===== src/hw/rtl/tksd_pkg.sv =====
`default_nettype none
package tksd_pkg;

    // Control bytes
    localparam logic [7:0] KEY_INTR = 8'd3;
    localparam logic [7:0] KEY_BS   = 8'd8;
    localparam logic [7:0] KEY_TAB  = 8'd9;
    localparam logic [7:0] KEY_LF   = 8'd10;
    localparam logic [7:0] KEY_CR   = 8'd13;
    localparam logic [7:0] KEY_ESC  = 8'd27;
    localparam logic [7:0] KEY_DEL  = 8'd127;

    // Sequence characters
    localparam logic [7:0] CHR_LBRACKET = 8'h5B;
    localparam logic [7:0] CHR_TILDE    = 8'h7E;
    localparam logic [7:0] CHR_A        = 8'h41;
    localparam logic [7:0] CHR_B        = 8'h42;
    localparam logic [7:0] CHR_C        = 8'h43;
    localparam logic [7:0] CHR_D        = 8'h44;
    localparam logic [7:0] CHR_F        = 8'h46;
    localparam logic [7:0] CHR_H        = 8'h48;
    localparam logic [7:0] CHR_J        = 8'h4A;
    localparam logic [7:0] CHR_ONE      = 8'h31;
    localparam logic [7:0] CHR_THREE    = 8'h33;
    localparam logic [7:0] CHR_FOUR     = 8'h34;

    // Keys pending on a tilde
    localparam logic [1:0] TKEY_NONE   = 2'd0;
    localparam logic [1:0] TKEY_HOME   = 2'd1;
    localparam logic [1:0] TKEY_END    = 2'd2;
    localparam logic [1:0] TKEY_DELETE = 2'd3;

    localparam logic [20:0] CP_MAX      = 21'h10FFFF;
    localparam logic [20:0] CP_SURR_LO  = 21'h00D800;
    localparam logic [20:0] CP_SURR_HI  = 21'h00DFFF;

    typedef enum logic [3:0] {
        EV_CHAR      = 4'd0,
        EV_ESCAPE    = 4'd1,
        EV_UP        = 4'd2,
        EV_DOWN      = 4'd3,
        EV_LEFT      = 4'd4,
        EV_RIGHT     = 4'd5,
        EV_HOME      = 4'd6,
        EV_END       = 4'd7,
        EV_DELETE    = 4'd8,
        EV_CLEAR     = 4'd9,
        EV_TAB       = 4'd10,
        EV_BACKSPACE = 4'd11,
        EV_NEWLINE   = 4'd12,
        EV_CTRL      = 4'd13,
        EV_UNKNOWN   = 4'd14,
        EV_INTERRUPT = 4'd15
    } t_event_kind;

    typedef enum logic [2:0] {
        MODE_IDLE    = 3'd0,
        MODE_ESC     = 3'd1,
        MODE_CSI     = 3'd2,
        MODE_TILDE   = 3'd3,
        MODE_UTF8    = 3'd4,
        MODE_SKIP    = 3'd5,
        MODE_CR      = 3'd6,
        MODE_DISCARD = 3'd7
    } t_mode;

    typedef struct packed {
        logic [7:0] key_byte;
        logic       chunk_end;
    } t_in_word;

    typedef struct packed {
        t_event_kind event_kind;
        logic [20:0] code_value;
    } t_out_word;

    typedef struct packed {
        t_mode       mode;
        logic [1:0]  tilde_key;
        logic [1:0]  utf8_left;
        logic [20:0] cp_accum;
    } t_dec_state;

endpackage
`default_nettype wire


===== src/hw/rtl/tksd_decode.sv =====
`default_nettype none
module tksd_decode (
    input  var tksd_pkg::t_in_word   i_word,
    input  var tksd_pkg::t_dec_state i_state,
    output tksd_pkg::t_dec_state     o_state,
    output logic                     o_emit,
    output tksd_pkg::t_out_word      o_word
);
    import tksd_pkg::*;

    logic [7:0]  b;
    logic        chunk_end;
    t_dec_state  st_state;
    logic        st_emit;
    t_event_kind st_kind;
    logic [20:0] st_code;
    logic        u_bad;
    logic [1:0]  u_left;
    logic [20:0] u_accum;

    assign b         = i_word.key_byte;
    assign chunk_end = i_word.chunk_end;

    // First byte of a new key
    always_comb begin
        st_state      = i_state;
        st_state.mode = MODE_IDLE;
        st_emit       = 1'b1;
        st_kind       = EV_UNKNOWN;
        st_code       = '0;
        if (b inside {[8'd32:8'd126]}) begin
            st_kind = EV_CHAR;
            st_code = {13'd0, b};
        end else if (b[7]) begin
            if (b inside {[8'hC2:8'hF4]}) begin
                st_emit       = 1'b0;
                st_state.mode = MODE_UTF8;
                if (b < 8'hE0) begin
                    st_state.utf8_left = 2'd1;
                    st_state.cp_accum  = {16'd0, b[4:0]};
                end else if (b < 8'hF0) begin
                    st_state.utf8_left = 2'd2;
                    st_state.cp_accum  = {17'd0, b[3:0]};
                end else begin
                    st_state.utf8_left = 2'd3;
                    st_state.cp_accum  = {18'd0, b[2:0]};
                end
            end
        end else if (b == KEY_ESC) begin
            if (chunk_end) begin
                st_kind = EV_ESCAPE;
            end else begin
                st_emit       = 1'b0;
                st_state.mode = MODE_ESC;
            end
        end else if (b == KEY_INTR) begin
            st_kind = EV_INTERRUPT;
        end else if (b == KEY_DEL || b == KEY_BS) begin
            st_kind = EV_BACKSPACE;
        end else if (b == KEY_TAB) begin
            st_kind = EV_TAB;
        end else if (b == KEY_LF) begin
            st_kind = EV_NEWLINE;
        end else if (b == KEY_CR) begin
            st_kind = EV_NEWLINE;
            if (!chunk_end) begin
                st_state.mode = MODE_CR;
            end
        end else if (b inside {[8'd1:8'd26]}) begin
            st_kind = EV_CTRL;
            st_code = {13'd0, b};
        end else begin
            // NUL and the upper control bytes: drop the rest of the burst
            st_state.mode      = chunk_end ? MODE_IDLE : MODE_DISCARD;
            st_state.tilde_key = TKEY_NONE;
        end
    end

    // UTF-8 continuation checks
    always_comb begin
        u_bad = (b[7:6] != 2'b10);
        if (!u_bad && i_state.cp_accum == '0) begin
            if (i_state.utf8_left == 2'd2 && b < 8'hA0) begin
                u_bad = 1'b1;
            end
            if (i_state.utf8_left == 2'd3 && b < 8'h90) begin
                u_bad = 1'b1;
            end
        end
        u_left  = i_state.utf8_left - 2'd1;
        u_accum = {i_state.cp_accum[14:0], b[5:0]};
    end

    always_comb begin
        o_state = i_state;
        o_emit  = 1'b0;
        o_word  = '{event_kind: EV_CHAR, code_value: '0};
        case (i_state.mode)
            MODE_ESC: begin
                if (b == CHR_LBRACKET && !chunk_end) begin
                    o_state.mode = MODE_CSI;
                end else if (b == CHR_H) begin
                    o_state.mode     = MODE_IDLE;
                    o_emit           = 1'b1;
                    o_word.event_kind = EV_HOME;
                end else if (b == CHR_F) begin
                    o_state.mode     = MODE_IDLE;
                    o_emit           = 1'b1;
                    o_word.event_kind = EV_END;
                end else begin
                    o_state.mode      = chunk_end ? MODE_IDLE : MODE_DISCARD;
                    o_state.tilde_key = TKEY_NONE;
                    o_emit            = 1'b1;
                    o_word.event_kind = EV_UNKNOWN;
                end
            end
            MODE_CSI: begin
                o_state.mode = MODE_IDLE;
                o_emit       = 1'b1;
                case (b)
                    CHR_A:   o_word.event_kind = EV_UP;
                    CHR_B:   o_word.event_kind = EV_DOWN;
                    CHR_D:   o_word.event_kind = EV_LEFT;
                    CHR_C:   o_word.event_kind = EV_RIGHT;
                    CHR_H:   o_word.event_kind = EV_HOME;
                    CHR_F:   o_word.event_kind = EV_END;
                    CHR_J:   o_word.event_kind = EV_CLEAR;
                    CHR_ONE, CHR_FOUR, CHR_THREE: begin
                        if (chunk_end) begin
                            o_state.tilde_key = TKEY_NONE;
                            o_word.event_kind = EV_UNKNOWN;
                        end else begin
                            o_emit       = 1'b0;
                            o_state.mode = MODE_TILDE;
                            o_state.tilde_key = (b == CHR_ONE)  ? TKEY_HOME :
                                                (b == CHR_FOUR) ? TKEY_END  : TKEY_DELETE;
                        end
                    end
                    default: begin
                        o_state.mode      = chunk_end ? MODE_IDLE : MODE_DISCARD;
                        o_state.tilde_key = TKEY_NONE;
                        o_word.event_kind = EV_UNKNOWN;
                    end
                endcase
            end
            MODE_TILDE: begin
                o_emit            = 1'b1;
                o_state.tilde_key = TKEY_NONE;
                if (b == CHR_TILDE) begin
                    o_state.mode = MODE_IDLE;
                    o_word.event_kind = (i_state.tilde_key == TKEY_HOME) ? EV_HOME :
                                        (i_state.tilde_key == TKEY_END)  ? EV_END  : EV_DELETE;
                end else begin
                    o_state.mode      = chunk_end ? MODE_IDLE : MODE_DISCARD;
                    o_word.event_kind = EV_UNKNOWN;
                end
            end
            MODE_UTF8: begin
                o_state.utf8_left = u_left;
                if (u_bad) begin
                    o_state.cp_accum  = '0;
                    o_state.mode      = (u_left != 2'd0) ? MODE_SKIP : MODE_IDLE;
                    o_emit            = 1'b1;
                    o_word.event_kind = EV_UNKNOWN;
                end else if (u_left != 2'd0) begin
                    o_state.cp_accum = u_accum;
                end else begin
                    o_state.cp_accum = '0;
                    o_state.mode     = MODE_IDLE;
                    o_emit           = 1'b1;
                    if (u_accum > CP_MAX || (u_accum >= CP_SURR_LO && u_accum <= CP_SURR_HI)) begin
                        o_word.event_kind = EV_UNKNOWN;
                    end else begin
                        o_word.code_value = u_accum;
                    end
                end
            end
            MODE_SKIP: begin
                o_state.utf8_left = u_left;
                if (u_left == 2'd0) begin
                    o_state.mode = MODE_IDLE;
                end
            end
            MODE_CR: begin
                if (b == KEY_LF) begin
                    o_state.mode = MODE_IDLE;
                end else begin
                    o_state = st_state;
                    o_emit  = st_emit;
                    o_word  = '{event_kind: st_kind, code_value: st_code};
                end
            end
            MODE_DISCARD: begin
                if (chunk_end) begin
                    o_state.mode = MODE_IDLE;
                end
            end
            default: begin
                o_state = st_state;
                o_emit  = st_emit;
                o_word  = '{event_kind: st_kind, code_value: st_code};
            end
        endcase
    end

endmodule
`default_nettype wire


===== src/hw/rtl/terminal_key_sequence_decoder_top.sv =====
// Terminal key sequence decoder.
// Input channel: one raw terminal byte per word (key_byte) with chunk_end
// marking the last byte of a read burst; accepted when i_in_valid is high
// and o_in_stall is low. Output channel: one key event per word
// (event_kind, code_value); taken when o_out_valid is high and i_out_stall
// is low. Some bytes (ESC prefixes, UTF-8 lead bytes, LF after CR, bytes
// inside a discarded burst) produce no event at all.
// Path: an accepted byte is decoded from the input register and its
// event, if any, is loaded into the event register once that is free.
// Throughput: one byte per clock while the receiver does not stall,
// set by the single decode pass between input and event registers.
// Reset (synchronous, active low): drops both pipeline registers and
// returns the decoder to idle with no partial sequence or codepoint.
// While an event is stalled, the event register holds; the input register
// then holds its byte and o_in_stall rises, so no byte is lost.
`default_nettype none
module terminal_key_sequence_decoder_top (
    input  var logic               i_clk,
    input  var logic               i_rst_n,
    input  var logic               i_in_valid,
    output logic                   o_in_stall,
    input  var tksd_pkg::t_in_word i_in_data,
    output logic                   o_out_valid,
    input  var logic               i_out_stall,
    output tksd_pkg::t_out_word    o_out_data
);
    import tksd_pkg::*;

    logic       r_in_valid;
    t_in_word   r_in_word;
    logic       r_out_valid;
    t_out_word  r_out_word;
    t_dec_state r_state;
    t_dec_state n_state;
    logic       dec_emit;
    t_out_word  dec_word;
    logic       out_free;
    logic       take;

    // Event register can load when empty or being drained this cycle
    assign out_free   = !r_out_valid || !i_out_stall;
    assign take       = r_in_valid && out_free;
    assign o_in_stall = r_in_valid && !out_free;

    assign o_out_valid = r_out_valid;
    assign o_out_data  = r_out_word;

    tksd_decode u_decode (
        .i_word  (r_in_word),
        .i_state (r_state),
        .o_state (n_state),
        .o_emit  (dec_emit),
        .o_word  (dec_word)
    );

    // Input register: load whenever the current byte is not held
    always_ff @(posedge i_clk) begin
        if (!i_rst_n) begin
            r_in_valid <= 1'b0;
        end else if (!o_in_stall) begin
            r_in_valid <= i_in_valid;
        end
    end

    always_ff @(posedge i_clk) begin
        if (!o_in_stall && i_in_valid) begin
            r_in_word <= i_in_data;
        end
    end

    // Decoder state advances only when a byte is consumed
    always_ff @(posedge i_clk) begin
        if (!i_rst_n) begin
            r_state <= '{mode: MODE_IDLE, tilde_key: TKEY_NONE, utf8_left: 2'd0,
                         cp_accum: 21'd0};
        end else if (take) begin
            r_state <= n_state;
        end
    end

    // Event register
    always_ff @(posedge i_clk) begin
        if (!i_rst_n) begin
            r_out_valid <= 1'b0;
        end else if (out_free) begin
            r_out_valid <= take && dec_emit;
        end
    end

    always_ff @(posedge i_clk) begin
        if (take && dec_emit) begin
            r_out_word <= dec_word;
        end
    end

endmodule
`default_nettype wire

===== config.mk =====
export PLATFORM = sky130hd
export DESIGN_NAME = terminal_key_sequence_decoder_top
export DESIGN_NICKNAME = d
export VERILOG_FILES = /design/src/hw/rtl/tksd_pkg.sv /design/src/hw/rtl/tksd_decode.sv /design/src/hw/rtl/terminal_key_sequence_decoder_top.sv
export SDC_FILE = /design/constraint.sdc
export NUM_CORES = 1
export LEC_CHECK = 0
export ABC_CLOCK_PERIOD_IN_PS = 3400
export BUFFER_PORTS_ARGS = -buffer_cell sky130_fd_sc_hd__buf_2
export CAP_MARGIN = 20
export CORE_MARGIN = 2
export CORE_UTILIZATION = 35
export DETAILED_ROUTE_END_ITERATION = 12
export GPL_TIMING_DRIVEN = 0
export PLACE_DENSITY_LB_ADDON = 0.15
export SLEW_MARGIN = 5
export SYNTH_ARGS = -nofsm -noshare
export SYNTH_HDL_FRONTEND = slang
export SYNTH_HIERARCHICAL = 1
export SYNTH_SLANG_ARGS = --single-unit

===== constraint.sdc =====
create_clock -name i_clk -period 3.4 [get_ports i_clk]
set_input_delay 0.68 -clock i_clk [delete_from_list [all_inputs] [get_ports i_clk]]
set_output_delay 0.68 -clock i_clk [all_outputs]
set_load 0.02 [all_outputs]

==> summary.md, run 1 <==
| Metric | Value |
|---|---|
| Ports | 40 |
| Path type of the worst setup path | reg -> reg |
| Synthesized net count | 482 |
| Crit path required time | 3.37 ns |
| H-tree Lvls | 3 |
| GP Congestion | 0.927 |
| Peak Freq | 312 MHz |
| Starting DRT DRC Count | 389 |
| Worst skew pair latency | 0.34 ns |
| P&R area growth vs syn | 16.3% |
| Data arrival time of the critical path | 3.17 ns |
| Crit. End Element | register |
| Share of cells above drive strength 1 | 20.3% |
| Initial Utilization | 35.6% |
| GRT Util Overall | 19.8% |
| DRT Pass-1 Iters | 5 |
| Grt total ovfl | 0 |
| Met2 WL | 5490 um |
| Post-Syn Instances | 465 |
| Port-buffer cells | 38 |
| Hold_sp | r_state[25] |
| # fillers | 1194 |
| Reg2Reg Depth | 7 |
| Startpoint types | register |
| Die height | 114 um |
| Met3 wire len | 741 um |
| Leak | 0.00179 uW |
| Cell Area, Synth | 4260 um2 |
| Max clock buf depth | 2 |
| Pwr dens | 412 nW/um2 |
| Reg-to-reg endpoint | o_out_data[3] |
| Max-slew violation count | 0 |
| Netlist cell types | 83 |
| Core ar. | 12000 um2 |
| Root buffer cell | clkbuf_16 |
| Post-synth EDFFs | 34 |
| Die X | 114 um |
| Placed cells | 650 |
| Clock slew at reported path FFs | 0.05 ns |
| Routed Antenna Nets | 0 |
| Global-route wire length before repair | 19800 um |
| Drt total wl | 12900 um |
| Post-synth top cells | nand2_1, edfxtp_1, dfxtp_1 |
| Setup violators final | 0 |
| Die area | 13100 um2 |
| Final hold violations | 0 |
| Sequential element share of the synthesized area | 38.0% |
| Reg2reg setup slack | 0.20 ns |
| Yosys warnings | 6 |
| Power, Total | 2040 uW |
| Synth area leader | edfxtp_1 |
| Clk sinks | 64 |
| Final Cycle Share | 94.2% |
| DRC | 0 |
| Pre-CTS setup slack | 0.125 ns |
| Yosys top cell area share | 23.9% |
| Tightest Pin Transition | 1.09 ns |
| FP Rows | 40 |
| WL/cell | 19.2 um |
| Outcome | completed |
| Number of CTS-inserted buffers | 9 |
| Slew headroom | 26.9% |
| Vias per inst | 5.82 |
| FFs w/ async S/R, synth | 0% |
| # diodes | 0 |
| M1 wire length | 6360 um |
| Final worst path period need | 3.20 ns |
| Hold path cells | 2 |
| Nets | 534 |
| R2r startpoint | r_in_word[6] |
| Unrepaired setup endpoints after global routing | no |
| Hold Path Class | reg -> reg |
| Vias | 3893 |
| Top layer in use | met4 |
| Initial antenna violation count | 0 |
| TritonCTS clock tree | built |
| #FFs+latches synth | 64 |
| Worst Clk Skew | 0.00844 ns |
| Hpwl dp | 9410 um |
| Max rail drop VDD | 0.000227 V |
| Top-count cell post-synth | nand2_1 |
| Final cell count without fillers | 669 |
| Reg area | 1620 um2 |
| Worst Hold Endpoint | r_state[25] |
| Syn_area_per_cell | 9.17 um2 |
| Vias in the first global route | 3572 |
| Largest net degree at the start of global routing | 26 |
| Crit-path max FO | 13 |
| Max-Cap Viols | 0 |
| Area of the multi-input gates | 2380 um2 |
| Area contributors post-synth | edfxtp_1, dfxtp_1, mux2i_1 |
| Top_reg_cell synth | edfxtp_1 |
| Final worst slack | 0.196 ns |
-- worst max-delay path by stage --
stage	from	to	slack [ns]	cells past startpoint
4_1_cts	r_in_word[6]	o_out_data[0]	0.10	7
5_1_grt	r_in_word[6]	o_out_data[2]	0.02	7
3_5_place_dp	r_in_word[6]	o_out_data[0]	0.12	7
3_3_place_gp	r_in_word[6]	o_out_data[0]	-0.22	7
2_1_floorplan	r_in_word[6]	o_out_data[0]	0.48	7
6_report	r_in_word[6]	o_out_data[3]	0.20	7
-- power by group --
part | internal (uW) | switching (uW)
combinational | 115 | 218
clock | 511 | 335
sequential | 847 | 17.3
-- kinds of logic after synthesis --
group,synth area share [%]
buffers and inverters,6.84
AO/OA/AOI/OAI,23.7
XOR/XNOR,0.205
flip-flops,38.0
adder cells (fa/ha/maj),1.17
multiplexers,6.81
AND/OR/NAND/NOR,23.2
-- worst max-delay path, cell delays in order (launching register included) --
cell	delay, ns
edfxtp_1	0.52
or4_1	0.64
nor4_4	0.37
a21o_1	0.25
o21ai_0	0.10
o211ai_1	0.17
nand2_1	0.28
a21oi_4	0.50
-- sequential cells by signal (all words and copies together), names as in the netlist --
name and count:
r_in_word 9, r_state 28, r_in_valid 1, o_out_data 25, o_out_valid 1
-- placed cells by master, fill, tap and decap left out, drive strengths merged, types with 5 or more instances in the layout --
cell type	synthesis	routed
nand2	78	78
buf	25	65
edfxtp	34	34
dfxtp	30	30
mux2i	29	29
a21oi	25	26
o21ai	19	19
clkbuf	8	19
inv	17	17
nor2	17	17
and2	17	17
a22o	15	15
nor3	13	13
o211ai	10	10
nand3	9	9
nand2b	8	8
a2111oi	7	7
or4	6	6
a211oi	6	6
or3	5	5
nor4	5	5
o22ai	5	5
a21boi	5	5
-- what timing repair did --
action / 4_1_cts / 5_1_grt
gates resized for setup: 0 / 1
setup endpoints to repair: 0 / 25
hold buffers: 0 / 0
setup buffers: 0 / 2
-- routing by layer --
metal	vias up	GRT usage, %
met5	-	0
met4	0	8.29
met3	22	3.65
met2	151	29.8
met1	1861	28.0
li1	1859	-
-- stage by stage --
step | utilization (%) | area, um2 | setup TNS (ns) | hold slack (ns)
6_report | 41.4 | 4960 | 0 | 0.456
5_1_grt | 41.4 | 4960 | 0 | 0.488
4_1_cts | 41.2 | 4930 | 0 | 0.458
3_3_place_gp | 38.8 | 4640 | -5.41 | 0.443
3_5_place_dp | 38.9 | 4650 | 0 | 0.450
2_1_floorplan | - | 4270 | 0 | 0.434
-- final cells by class --
| cell class | instances | area share (%) |
|---|---|---|
| flip-flops and latches | 64 | 32.7 |
| repair buffers | 40 | 4.14 |
| clock inverters | 5 | 0.681 |
| inverters | 17 | 1.29 |
| plain buffers | 33 | 4.59 |
| well taps | 147 | 3.71 |
| multi-input cells | 352 | 48.0 |
| clock buffers | 11 | 4.90 |
No activity file was read; power rests on OpenSTA's default activity.
==> run 2: changes to the inputs <==
Settings changed: MAX_ROUTING_LAYER set to met4.
==> summary.md, run 2 (synthesis results as in run 1) <==
| Metric | Value |
|---|---|
| Share of cells above drive strength 1 | 20.4% (+0.078 points) |
| Peak Freq | 313 MHz (+0.22%) |
| GRT Util Overall | 20.5% (+0.67 points) |
| WP buf/inv | 0 (unchanged) |
| Delay-heaviest family, CP | simple AND/OR/NAND/NOR gates |
| Leading cell type in the layout, fill and taps excluded | nand2_1 |
| Hpwl dp | 9430 um (+0.18%) |
| Crit-path max FO | 13 (unchanged) |
| Max-Cap Viols | 0 (unchanged) |
| # diodes | 0 (unchanged) |
| Fin Setup TNS | 0 ns (unchanged) |
| Die area | 13100 um2 (unchanged) |
| Power, Total | 2160 uW (+5.7%) |
| Leak | 0.00181 uW (+0.81%) |
| Final worst path period need | 3.20 ns (-0.00691 ns) |
| Max rail drop VDD | 0.000260 V (+15%) |
| Max reg flops | 28 (unchanged) |
| Path type of the worst setup path | reg -> reg |
| DRT Pass-1 Iters | 6 (+1) |
| Data arrival time of the critical path | 3.17 ns (about the same) |
| Grt total ovfl | 0 (unchanged) |
| Max-slew violation count | 0 (unchanged) |
| Drt total wl | 12900 um (+0.36%) |
| Die height | 114 um (unchanged) |
| Met2 usage in global routing | 29.6% (-0.16 points) |
| Area of the multi-input gates | 2380 um2 (+0.26%) |
| Max incr delay on CP | 0.64 ns (about the same) |
| Reg area | 1620 um2 (unchanged) |
| TritonCTS clock tree | built |
| Nets | 532 (-0.37%) |
| Final hold violations | 0 (unchanged) |
| Crit path required time | 3.37 ns (about the same) |
| CTS Hold Bufs | 0 (unchanged) |
| GRT Max-Usage Layer | met2 |
| P&R area growth vs syn | 17.0% |
| H-tree Lvls | 3 (unchanged) |
| Initial Utilization | 35.6% (unchanged) |
| Number of CTS-inserted buffers | 9 (unchanged) |
| Final Cycle Share | 94.0% (-0.20 points) |
| Global routing usage on met1 | 29.0% (+1.0 points) |
| GR Util met3 | 3.02% (-0.64 points) |
| Core ar. | 12000 um2 (unchanged) |
| Critical path's slowest cell | or4_1 |
| Fin util | 41.7% (+0.25 points) |
| Tightest Pin Transition | 1.05 ns (-0.0435 ns) |
| Largest net degree at the start of global routing | 26 (unchanged) |
| Worst Clk Skew | 0.0109 ns (+0.00244 ns) |
| Commonest cells after routing, fill and taps aside | nand2_1, buf_2, edfxtp_1 |
| Crit. End Element | register |
| # fillers | 1217 (+1.9%) |
| Critical path, cell by cell | or4_1 > nor4_4 > a21o_1 > o21ai_0 > o211ai_1 > nand2_1 > a21oi_4 |
| Pwr dens | 433 nW/um2 (+5.0%) |
| Worst skew pair latency | 0.34 ns (about the same) |
| Clk sinks | 64 (unchanged) |
| FP Rows | 40 (unchanged) |
| Port-buffer cells | 38 (unchanged) |
| Reg with most FFs | r_state |
| Setup violators final | 0 (unchanged) |
| DRC | 0 (unchanged) |
| Global-route wire length before repair | 19900 um (+0.42%) |
| WL/cell | 19.4 um (+0.66%) |
| Ports | 40 (unchanged) |
| Unrepaired setup endpoints after global routing | no |
| Root buffer cell | clkbuf_16 |
| Starting DRT DRC Count | 455 (+17%) |
| Die X | 114 um (unchanged) |
| Hold Path Class | reg -> reg |
| Max clock buf depth | 2 (unchanged) |
| Vias per inst | 5.86 (+0.76%) |
| Vias in the first global route | 3524 (-1.3%) |
| GP Congestion | 0.910 (-1.8%) |
| Slew headroom | 29.9% (+2.9 points) |
| Startpoint types | register |
| Clock slew at reported path FFs | 0.06 ns (about the same) |
| Vias | 3911 (+0.46%) |
| Initial antenna violation count | 0 (unchanged) |
| Routed Antenna Nets | 0 (unchanged) |
| Outcome | completed |
==> run 2: metrics by stage <==
stage	setup WS, ns	std cells	hold slack, ns	cell area [um2]
global placement	-0.220	650	0.444	4640
CTS	0.0830	666	0.462	4960
detailed placement	0.0907	650	0.454	4650
floorplan	0.478	465	0.434	4270
finish	0.203	667	0.456	4990
global route	0.0442	667	0.491	4990
==> run 2: final timing paths <==
check,startpoint,end,cells past startpoint,slack [ns]
worst min-delay path,r_state[23],r_state[23],2,0.46
worst max register to register,r_in_word[6],o_out_data[21],7,0.20
worst max-delay path,r_in_word[6],o_out_data[21],7,0.20
worst min register to register,r_state[23],r_state[23],2,0.46
==> run 2: tightest hold or removal path, cell delays in order (launching register included) <==
cell	delay (ns)
dfxtp_1	0.31
nand2_1	0.05
mux2i_1	0.05
==> run 2: area by class of cell <==
| class | instances | share of cell area [%] |
|---|---|---|
| Buffer | 33 | 4.57 |
| Sequential cell | 64 | 32.5 |
| Inverter | 17 | 1.28 |
| Tap cell | 147 | 3.69 |
| Clock buffer | 10 | 5.02 |
| Multi-Input combinational cell | 352 | 47.8 |
| Timing Repair Buffer | 38 | 3.81 |
| Clock inverter | 6 | 1.30 |
==> run 2: power breakdown <==
part           switching, uW  leakage (uW)  internal [uW]
Sequential              17.3      0.000568            847
Combinational            219       0.00109            115
Clock                    349      0.000154            612
Total                    585       0.00181           1570
==> run 2: routing by layer <==
| metal | wire [um] | share of wire, % | vias to the layer above |
|---|---|---|---|
| met5 | 0 | 0 | - |
| met4 | 208 | 1.6 | 0 |
| met3 | 951 | 7.4 | 26 |
| met2 | 5520 | 43 | 178 |
| met1 | 6220 | 48 | 1848 |
| li1 | - | - | 1859 |
==> run 2: what timing repair did <==
action                                  4_1_cts  5_1_grt
resized for setup                             0        2
endpoints found under the setup margin        0       25
buffers inserted                              0        0
